File: src/sv/ptds_pkg.sv
`default_nettype none

package ptds_pkg;

  localparam int OFFSET_W    = 31;
  localparam int MAXD_W      = 34;
  localparam int CFG_INDEX_W = 3;
  localparam int CFG_DATA_W  = 34;
  // quotient bits worked out; anything wider is clipped
  localparam int Q_W         = MAXD_W + 1;

  typedef enum logic [CFG_INDEX_W-1:0] {
    REG_PLANE_A       = 3'd0,
    REG_PLANE_B       = 3'd1,
    REG_PLANE_C       = 3'd2,
    REG_PLANE_OFFSET  = 3'd3,
    REG_MAX_DISTANCE2 = 3'd4
  } ptds_reg_t;

endpackage

`default_nettype wire

File: src/sv/ptds_if.sv
`default_nettype none

interface ptds_cfg_if import ptds_pkg::*; ();
  logic                   valid;
  logic                   ready;
  logic [CFG_INDEX_W-1:0] index;
  logic [CFG_DATA_W-1:0]  data;

  modport source (output valid, index, data, input ready);
  modport sink   (input valid, index, data, output ready);
endinterface

interface ptds_point_if #(parameter int COORD_WIDTH = 16) ();
  logic                          valid;
  logic                          ready;
  logic signed [COORD_WIDTH-1:0] point_x;
  logic signed [COORD_WIDTH-1:0] point_y;
  logic signed [COORD_WIDTH-1:0] point_z;
  logic                          last_point;

  modport source (output valid, point_x, point_y, point_z, last_point, input ready);
  modport sink   (input valid, point_x, point_y, point_z, last_point, output ready);
endinterface

interface ptds_result_if import ptds_pkg::*; #(parameter int SUM_WIDTH = 48) ();
  logic                 valid;
  logic                 ready;
  logic [MAXD_W-1:0]    clipped_distance2;
  logic [SUM_WIDTH-1:0] running_sum;
  logic                 sum_final;
  logic                 degenerate_plane;

  modport source (output valid, clipped_distance2, running_sum, sum_final,
                  degenerate_plane, input ready);
  modport sink   (input valid, clipped_distance2, running_sum, sum_final,
                  degenerate_plane, output ready);
endinterface

`default_nettype wire

File: src/sv/plane_truncated_distance_sum.sv
// Truncated squared point-to-plane distance score.
// cfg:     register writes (index, data), always ready. Write only while idle.
//          0 plane_a, 1 plane_b, 2 plane_c, 3 plane_offset, 4 max_distance2.
// points:  one request per point (x, y, z, last_point).
// results: one request per point: clipped squared distance, saturating running
//          sum, end-of-set flag and zero-normal flag.
// One signed multiplier with accumulator forms n = a*a+b*b+c*c, then
// dt = a*x+b*y+c*z+d, then dt*dt from three half-width products.
// A restoring divider then gives one quotient bit a cycle, after a single
// compare that catches quotients too big to matter.
// The divider is skipped when the normal is zero or the quotient is clipped
// early. points.ready is high only between items, so a new point is taken
// only once the previous one has reached the result register.
// The result register frees the core: the next point is taken while a result
// waits; a stalled receiver holds the block only once the next result is due.
// Reset: coefficients 0, 0, 1, offset 0, clip level all ones, sum cleared,
// no result pending. The sum clears after a result flagged last_point.
`default_nettype none

module plane_truncated_distance_sum
  import ptds_pkg::*;
#(
  parameter int COORD_WIDTH = 16,
  parameter int COEF_WIDTH  = 12,
  parameter int SUM_WIDTH   = 48
) (
  input  wire logic    clk,
  input  wire logic    rst,
  ptds_cfg_if.sink     cfg,
  ptds_point_if.sink   points,
  ptds_result_if.source results
);

  localparam int PROD_W = COEF_WIDTH + COORD_WIDTH;
  localparam int DT_W   = ((PROD_W > OFFSET_W) ? PROD_W : OFFSET_W) + 2;
  localparam int HALF   = (DT_W + 1) / 2;
  localparam int HI_W   = DT_W - HALF;
  localparam int MULW0  = (COEF_WIDTH > COORD_WIDTH) ? COEF_WIDTH : COORD_WIDTH;
  localparam int MULW   = (MULW0 > HALF + 1) ? MULW0 : HALF + 1;
  localparam int SQ_W   = 2 * DT_W;
  localparam int ACC_W  = SQ_W + 1;
  localparam int N_W    = 2 * COEF_WIDTH;
  localparam int HIGH_W = SQ_W - Q_W;
  localparam int CMP_W  = (HIGH_W > N_W) ? HIGH_W : N_W;
  localparam int CNT_W  = $clog2(Q_W);

  typedef enum logic [3:0] {
    S_IDLE, S_N0, S_N1, S_N2, S_D0, S_D1, S_D2, S_Q0, S_Q1, S_Q2,
    S_PRE, S_DIV, S_CLIP, S_DONE
  } state_t;

  state_t state;

  logic signed [COEF_WIDTH-1:0]  plane_a, plane_b, plane_c;
  logic signed [OFFSET_W-1:0]    plane_offset;
  logic        [MAXD_W-1:0]      max_distance2;

  logic signed [COORD_WIDTH-1:0] px, py, pz;
  logic                          last;
  logic signed [ACC_W-1:0]       acc;
  logic        [N_W-1:0]         n;
  logic        [DT_W-1:0]        mag;
  logic        [SQ_W-1:0]        sq;
  logic        [N_W-1:0]         rem;
  logic        [Q_W-1:0]         dvd;
  logic        [CNT_W-1:0]       cnt;
  logic        [MAXD_W-1:0]      distance;
  logic                          degenerate;
  logic        [SUM_WIDTH-1:0]   accumulated_sum;

  logic                          res_valid;
  logic        [MAXD_W-1:0]      res_dist;
  logic        [SUM_WIDTH-1:0]   res_sum;
  logic                          res_final;
  logic                          res_degenerate;

  logic signed [MULW-1:0]        op_a, op_b;
  logic signed [2*MULW-1:0]      prod;
  logic        [CNT_W-1:0]       sh;
  logic signed [ACC_W-1:0]       base;
  logic signed [ACC_W-1:0]       term;
  logic signed [ACC_W-1:0]       acc_next;
  logic        [DT_W-1:0]        mag_next;
  logic        [HALF-1:0]        mag_lo;
  logic        [HI_W-1:0]        mag_hi;
  logic        [N_W:0]           rem_shift;
  logic        [N_W:0]           n_ext;
  logic                          rem_ge;
  logic        [CMP_W-1:0]       high_cmp, n_cmp;
  logic        [SUM_WIDTH:0]     sum_ext;
  logic        [SUM_WIDTH-1:0]   sum_next;

  assign mag_lo = mag[HALF-1:0];
  assign mag_hi = mag[DT_W-1:HALF];

  // shared multiply-accumulate
  always_comb begin
    op_a = '0;
    op_b = '0;
    sh   = '0;
    base = acc;
    unique case (state)
      S_N0: begin
        op_a = MULW'(plane_a);
        op_b = MULW'(plane_a);
        base = '0;
      end
      S_N1: begin
        op_a = MULW'(plane_b);
        op_b = MULW'(plane_b);
      end
      S_N2: begin
        op_a = MULW'(plane_c);
        op_b = MULW'(plane_c);
      end
      S_D0: begin
        op_a = MULW'(plane_a);
        op_b = MULW'(px);
        base = ACC_W'(plane_offset);
      end
      S_D1: begin
        op_a = MULW'(plane_b);
        op_b = MULW'(py);
      end
      S_D2: begin
        op_a = MULW'(plane_c);
        op_b = MULW'(pz);
      end
      S_Q0: begin
        op_a = MULW'(mag_lo);
        op_b = MULW'(mag_lo);
        base = '0;
      end
      S_Q1: begin
        op_a = MULW'(mag_hi);
        op_b = MULW'(mag_lo);
        sh   = CNT_W'(HALF + 1);
      end
      S_Q2: begin
        op_a = MULW'(mag_hi);
        op_b = MULW'(mag_hi);
        sh   = CNT_W'(2 * HALF);
      end
      default: begin
      end
    endcase
    prod     = op_a * op_b;
    term     = ACC_W'(prod) <<< sh;
    acc_next = base + term;
    mag_next = acc_next[ACC_W-1] ? DT_W'(-acc_next) : DT_W'(acc_next);
  end

  // divider step and sum
  always_comb begin
    rem_shift = {rem, dvd[Q_W-1]};
    n_ext     = {1'b0, n};
    rem_ge    = (rem_shift >= n_ext);
    high_cmp  = CMP_W'(sq[SQ_W-1:Q_W]);
    n_cmp     = CMP_W'(n);
    sum_ext   = {1'b0, accumulated_sum} + (SUM_WIDTH + 1)'(distance);
    sum_next  = sum_ext[SUM_WIDTH] ? '1 : sum_ext[SUM_WIDTH-1:0];
  end

  assign cfg.ready    = 1'b1;
  assign points.ready = (state == S_IDLE);

  assign results.valid             = res_valid;
  assign results.clipped_distance2 = res_dist;
  assign results.running_sum       = res_sum;
  assign results.sum_final         = res_final;
  assign results.degenerate_plane  = res_degenerate;

  always_ff @(posedge clk) begin
    if (rst) begin
      state           <= S_IDLE;
      res_valid       <= 1'b0;
      accumulated_sum <= '0;
      plane_a         <= '0;
      plane_b         <= '0;
      plane_c         <= COEF_WIDTH'(1);
      plane_offset    <= '0;
      max_distance2   <= '1;
    end else begin
      if (cfg.valid) begin
        unique case (cfg.index)
          REG_PLANE_A:       plane_a       <= cfg.data[COEF_WIDTH-1:0];
          REG_PLANE_B:       plane_b       <= cfg.data[COEF_WIDTH-1:0];
          REG_PLANE_C:       plane_c       <= cfg.data[COEF_WIDTH-1:0];
          REG_PLANE_OFFSET:  plane_offset  <= cfg.data[OFFSET_W-1:0];
          REG_MAX_DISTANCE2: max_distance2 <= cfg.data[MAXD_W-1:0];
          default: begin
          end
        endcase
      end

      if (res_valid && results.ready && state != S_DONE) begin
        res_valid <= 1'b0;
      end

      unique case (state)
        S_IDLE: begin
          if (points.valid) begin
            px    <= points.point_x;
            py    <= points.point_y;
            pz    <= points.point_z;
            last  <= points.last_point;
            state <= S_N0;
          end
        end
        S_N0: begin
          acc   <= acc_next;
          state <= S_N1;
        end
        S_N1: begin
          acc   <= acc_next;
          state <= S_N2;
        end
        S_N2: begin
          n     <= acc_next[N_W-1:0];
          state <= S_D0;
        end
        S_D0: begin
          acc   <= acc_next;
          state <= S_D1;
        end
        S_D1: begin
          acc   <= acc_next;
          state <= S_D2;
        end
        S_D2: begin
          mag   <= mag_next;
          state <= S_Q0;
        end
        S_Q0: begin
          acc   <= acc_next;
          state <= S_Q1;
        end
        S_Q1: begin
          acc   <= acc_next;
          state <= S_Q2;
        end
        S_Q2: begin
          sq    <= acc_next[SQ_W-1:0];
          state <= S_PRE;
        end
        S_PRE: begin
          degenerate <= (n == '0);
          if (n == '0 || high_cmp >= n_cmp) begin
            distance <= max_distance2;
            state    <= S_DONE;
          end else begin
            rem   <= N_W'(sq[SQ_W-1:Q_W]);
            dvd   <= sq[Q_W-1:0];
            cnt   <= CNT_W'(Q_W - 1);
            state <= S_DIV;
          end
        end
        S_DIV: begin
          rem <= rem_ge ? N_W'(rem_shift - n_ext) : rem_shift[N_W-1:0];
          dvd <= {dvd[Q_W-2:0], rem_ge};
          cnt <= cnt - 1'b1;
          if (cnt == '0) begin
            state <= S_CLIP;
          end
        end
        S_CLIP: begin
          distance <= (dvd > {1'b0, max_distance2}) ? max_distance2 : dvd[MAXD_W-1:0];
          state    <= S_DONE;
        end
        S_DONE: begin
          if (!res_valid || results.ready) begin
            res_valid       <= 1'b1;
            res_dist        <= distance;
            res_sum         <= sum_next;
            res_final       <= last;
            res_degenerate  <= degenerate;
            accumulated_sum <= last ? '0 : sum_next;
            state           <= S_IDLE;
          end
        end
        default: state <= S_IDLE;
      endcase
    end
  end

endmodule

`default_nettype wire
File: src/flat_wrapper.sv
// flat-port wrapper written by rule: the top's interface ports become plain ports
module plane_truncated_distance_sum_flat import ptds_pkg::*;
#(
  parameter int COORD_WIDTH = 16,
  parameter int COEF_WIDTH  = 12,
  parameter int SUM_WIDTH   = 48
)
  (clk, rst, cfg_valid, cfg_index, cfg_data, cfg_ready, points_valid, points_point_x, points_point_y, points_point_z, points_last_point, points_ready, results_valid, results_clipped_distance2, results_running_sum, results_sum_final, results_degenerate_plane, results_ready);
  ptds_cfg_if cfg_i ();
  ptds_point_if #(.COORD_WIDTH(COORD_WIDTH)) points_i ();
  ptds_result_if #(.SUM_WIDTH(SUM_WIDTH)) results_i ();
  input  wire logic clk;
  input  wire logic rst;
  input wire logic [$bits(cfg_i.valid)-1:0] cfg_valid;
  input wire logic [$bits(cfg_i.index)-1:0] cfg_index;
  input wire logic [$bits(cfg_i.data)-1:0] cfg_data;
  output wire logic [$bits(cfg_i.ready)-1:0] cfg_ready;
  input wire logic [$bits(points_i.valid)-1:0] points_valid;
  input wire logic [$bits(points_i.point_x)-1:0] points_point_x;
  input wire logic [$bits(points_i.point_y)-1:0] points_point_y;
  input wire logic [$bits(points_i.point_z)-1:0] points_point_z;
  input wire logic [$bits(points_i.last_point)-1:0] points_last_point;
  output wire logic [$bits(points_i.ready)-1:0] points_ready;
  output wire logic [$bits(results_i.valid)-1:0] results_valid;
  output wire logic [$bits(results_i.clipped_distance2)-1:0] results_clipped_distance2;
  output wire logic [$bits(results_i.running_sum)-1:0] results_running_sum;
  output wire logic [$bits(results_i.sum_final)-1:0] results_sum_final;
  output wire logic [$bits(results_i.degenerate_plane)-1:0] results_degenerate_plane;
  input wire logic [$bits(results_i.ready)-1:0] results_ready;
  assign cfg_i.valid = cfg_valid;
  assign cfg_i.index = cfg_index;
  assign cfg_i.data = cfg_data;
  assign cfg_ready = cfg_i.ready;
  assign points_i.valid = points_valid;
  assign points_i.point_x = points_point_x;
  assign points_i.point_y = points_point_y;
  assign points_i.point_z = points_point_z;
  assign points_i.last_point = points_last_point;
  assign points_ready = points_i.ready;
  assign results_valid = results_i.valid;
  assign results_clipped_distance2 = results_i.clipped_distance2;
  assign results_running_sum = results_i.running_sum;
  assign results_sum_final = results_i.sum_final;
  assign results_degenerate_plane = results_i.degenerate_plane;
  assign results_i.ready = results_ready;
  plane_truncated_distance_sum #(.COORD_WIDTH(COORD_WIDTH), .COEF_WIDTH(COEF_WIDTH), .SUM_WIDTH(SUM_WIDTH)) u_core (.clk(clk), .rst(rst), .cfg(cfg_i), .points(points_i), .results(results_i));
endmodule
File: config.mk
export PLATFORM = sky130hd
export DESIGN_NAME = plane_truncated_distance_sum_flat
export DESIGN_NICKNAME = d
export VERILOG_FILES = /design/src/sv/ptds_pkg.sv /design/src/sv/ptds_if.sv /design/src/sv/plane_truncated_distance_sum.sv /design/src/flat_wrapper.sv
export SDC_FILE = /design/constraint.sdc
export NUM_CORES = 2
export LEC_CHECK = 0
export BUFFER_PORTS_ARGS = -buffer_cell sky130_fd_sc_hd__clkbuf_2
export CORE_MARGIN = 4
export CORE_UTILIZATION = 58
export DETAILED_ROUTE_END_ITERATION = 8
export PLACE_DENSITY = 0.79
export SLEW_MARGIN = 10
export SYNTH_ARGS = -nofsm -noshare
export SYNTH_HDL_FRONTEND = slang
export SYNTH_SLANG_ARGS = --single-unit
File: constraint.sdc
create_clock -name clk -period 11.4 [get_ports clk]
set_clock_uncertainty 0.05 [all_clocks]
set_input_delay 3.42 -clock clk [delete_from_list [all_inputs] [get_ports clk]]
set_output_delay 3.42 -clock clk [all_outputs]
set_load 0.005 [all_outputs]
==> impl_metrics.json <==
{
  "hold_path_end": "u_core.results.degenerate_plane",
  "firstDrtPassIters": 9,
  "setup_violations": 0,
  "area_growth_pct": 12.8,
  "r2r_slack_ns": 0.32,
  "min_path_cells": 0,
  "p_sw_share_pct": 34.0,
  "fp-row-count": 100,
  "grt_first_pass_wirelength_um": 201000,
  "path_clk_slew_ns": 0.06,
  "p_int_mw": 4.64,
  "synth_warnings": 0,
  "worst_path_max_delay_cell": "fa_1",
  "critical_path_class": "flip-flop to flip-flop",
  "antenna_found_initial": 3,
  "r2r-end": "u_core.sq[61]",
  "gp_congestion": 1.03,
  "synth_area_leaders": "edfxtp_1, fa_1, ha_1",
  "postCtsHoldBufs": 0,
  "max_freq_mhz": 90.3,
  "synth_async_sr_flop_share_pct": 0,
  "ys_types": 98,
  "synth_nets": 5236,
  "synth_enable_flop_cells": 423,
  "synth_area_sq_um": 43600,
  "hold_ws_ns": 0.389,
  "synthTopCellsByCount": "nand2_1, inv_1, edfxtp_1, nor2_1, fa_1",
  "reg2reg_depth": 40,
  "p_switching_mw": 2.39,
  "worstSetupEndpointType": "flip-flop",
  "start_util_pct": 58.6,
  "grt_usage_pct": 32.8,
  "die_w_um": 282,
  "slew_viol_final": 0,
  "cp.arrival_ns": 11.38,
  "vias": 35400,
  "synthFlopType": "edfxtp_1",
  "nets": 5493,
  "cts_root_buffer": "clkbuf_16",
  "r2r_start": "u_core.state[1]",
  "period_share_pct": 97.2,
  "core_area_sq_um": 74400,
  "worstMarginPinSlew_ns": 1.10,
  "route.detailed.drc": 0,
  "wl_per_cell_um": 22.7,
  "ir_worst_vdd_mv": 0.153,
  "final_hold_viol_count": 0,
  "grt_max_degree": 85,
  "power_frac_seq_pct": 36.7,
  "synth_top_area_share_pct": 29.1,
  "cp_common_cell": "fa_1",
  "drive_gt1_share_pct": 13.9,
  "io_pins": 178,
  "clkLatencyLatePin_ns": 0.67,
  "slew_headroom_pct": 26.2,
  "pwr_density_cell_nw_per_um2": 143,
  "cts_sinks": 577,
  "drtAntennaViolNets": 0,
  "synthMostInstantiatedCell": "nand2_1",
  "pwr-share-comb_pct": 33.3,
  "hold_path_class": "flip-flop to flip-flop",
  "yosysTopAreaCell": "edfxtp_1",
  "fin_crit_ns": 11.08,
  "final.setup.tns_ns": 0,
  "cts_tree": "yes",
  "max_cap_viol_count": 0,
  "netlist_instances": 4535,
  "dpl.hpwl_um": 103000,
  "start_kind": "flip-flop",
  "clkPwrFrac_pct": 30.0,
  "path_max_fanout": 11,
  "htree_levels": 2,
  "hp-start": "u_core.degenerate",
  "cp.required_ns": 11.70,
  "cts_buffers": 58,
  "synth_seq_cells": 577,
  "first_iter_violations": 3906,
  "critPathMaxStageDelay_ns": 0.57,
  "avgSynthCellArea_sq_um": 9.62,
  "status": "completed",
  "wirelength_um": 132000,
  "die_y_um": 282,
  "die-area_sq_um": 79700,
  "first_global_vias": 34300,
  "ctsLongestPathBuffers": 3,
  "ys_seq_area_share_pct": 36.2,
  "grt-ovfl-total": 0,
  "io_buffers": 176,
  "via_per_inst": 6.10,
  "p_leak_nw": 22.1
}
==> critical path: cells and delay by family (launching register included) <==
kind                     cells  cell delay [ns]
AO/OA/AOI/OAI               18             4.48
AND/OR/NAND/NOR              6             0.94
flip-flops                   1             0.40
XOR/XNOR                     2             0.38
buffers and inverters        6             0.70
adder cells (fa/ha/maj)      8             3.83
==> per-layer routing <==
layer	share of wire, %	global-route usage (%)
met1	40	44.5
met2	45	52.0
met3	9.9	6.80
met4	4.9	13.5
met5	0.022	0
==> kinds of logic (layout without fill, tap and decap cells) <==
family,Yosys count,after routing,share of synthesized area (%)
multiplexers,61,61,1.53
AO/OA/AOI/OAI,923,923,14.2
adder cells (fa/ha/maj),611,611,23.2
AND/OR/NAND/NOR,1444,1444,14.7
XOR/XNOR,188,188,3.81
buffers and inverters,730,1037,6.35
flip-flops,577,577,36.2
other,1,3,0.00859
==> power groups by stage <==
stage	combinational [mW]	clock, mW	sequential, mW
6_report	2.34	2.11	2.58
5_1_grt	2.49	2.21	2.59
4_1_cts	2.24	2.12	2.58
3_5_place_dp	2.22	0	2.62
3_3_place_gp	2.18	0	2.62
2_1_floorplan	1.43	0	2.60
==> area by class of cell <==
cell class	count	area (sq um)
well taps	969	1210
fillers	5901	25200
clock buffers	74	1550
flip-flops and latches	577	15800
inverters	525	1970
repair buffers	402	2690
clock inverters	36	564
multi-input cells	3228	25400
diodes	2	5.00
==> cells in the final DEF, fill, tap and decap left out, types with 18 or more instances in the layout <==
cell,netlist,final
xor2_1,64,63
and3_1,21,19
nor3_1,52,46
o21a_1,70,70
inv_1,524,523
o31ai_1,22,18
nand4_1,43,43
a31oi_1,22,21
xnor2_1,123,121
clkbuf_16,0,58
o21bai_1,27,27
nand2b_1,31,28
a222oi_1,24,24
clkbuf_2,2,175
a21oi_1,270,263
a211oi_1,23,21
ha_1,278,277
o21ai_0,142,137
nand2_1,698,686
edfxtp_1,423,423
a22o_1,51,51
a21o_1,100,100
and2_1,40,33
nor2b_1,28,26
nand3_1,66,65
a22oi_1,36,36
a221oi_1,21,20
nor2_1,341,327
nand3b_1,38,38
dfxtp_1,154,150
fa_1,332,331
mux2_2,44,44
buf_4,1,216
==> state kept, by name (all words and copies together), names as in the netlist, 16 cells and up <==
| name | count |
|---|---|
| u_core.acc | 67 |
| u_core.accumulated_sum | 48 |
| u_core.distance | 34 |
| u_core.dvd | 35 |
| u_core.mag | 33 |
| u_core.max_distance2 | 34 |
| u_core.n | 24 |
| u_core.plane_offset | 31 |
| u_core.px | 16 |
| u_core.py | 16 |
| u_core.pz | 16 |
| u_core.rem | 24 |
| u_core.results.clipped_distance2 | 34 |
| u_core.results.running_sum | 48 |
| u_core.sq | 66 |
==> repair_timing <==
| item | 4_1_cts | 5_1_grt |
|---|---|---|
| pin swaps | 0 | 28 |
| gates resized for setup | 6 | 85 |
| buffers inserted | 0 | 19 |
| endpoints found under the setup margin | 37 | 61 |
==> worst max-delay path by stage <==
| stage | start | endpoint | cells after the start |
|---|---|---|---|
| floorplan | u_core.state[3] | u_core.mag[12] | 47 |
| global placement | u_core.state[2] | u_core.acc[63] | 39 |
| detailed placement | u_core.state[2] | u_core.mag[20] | 43 |
| CTS | u_core.state[2] | u_core.mag[20] | 44 |
| global route | u_core.state[2] | u_core.acc[61] | 43 |
| finish | u_core.state[1] | u_core.sq[61] | 40 |
==> stage by stage <==
stage               instance area (sq um)  power (mW)  worst slack [ns]  std cells  util [%]
floorplan                           43600        4.03             0.205       4535         -
global placement                    46700        4.80            0.0188       5682      62.7
detailed placement                  46700        4.84            -0.139       5682      62.7
CTS                                 48800        6.94            0.0159       5792      65.6
global route                        49200        7.29           -0.0142       5811      66.1
finish                              49200        7.02             0.323       5813      66.1
Note: power is estimated with default switching activity, not from simulation.
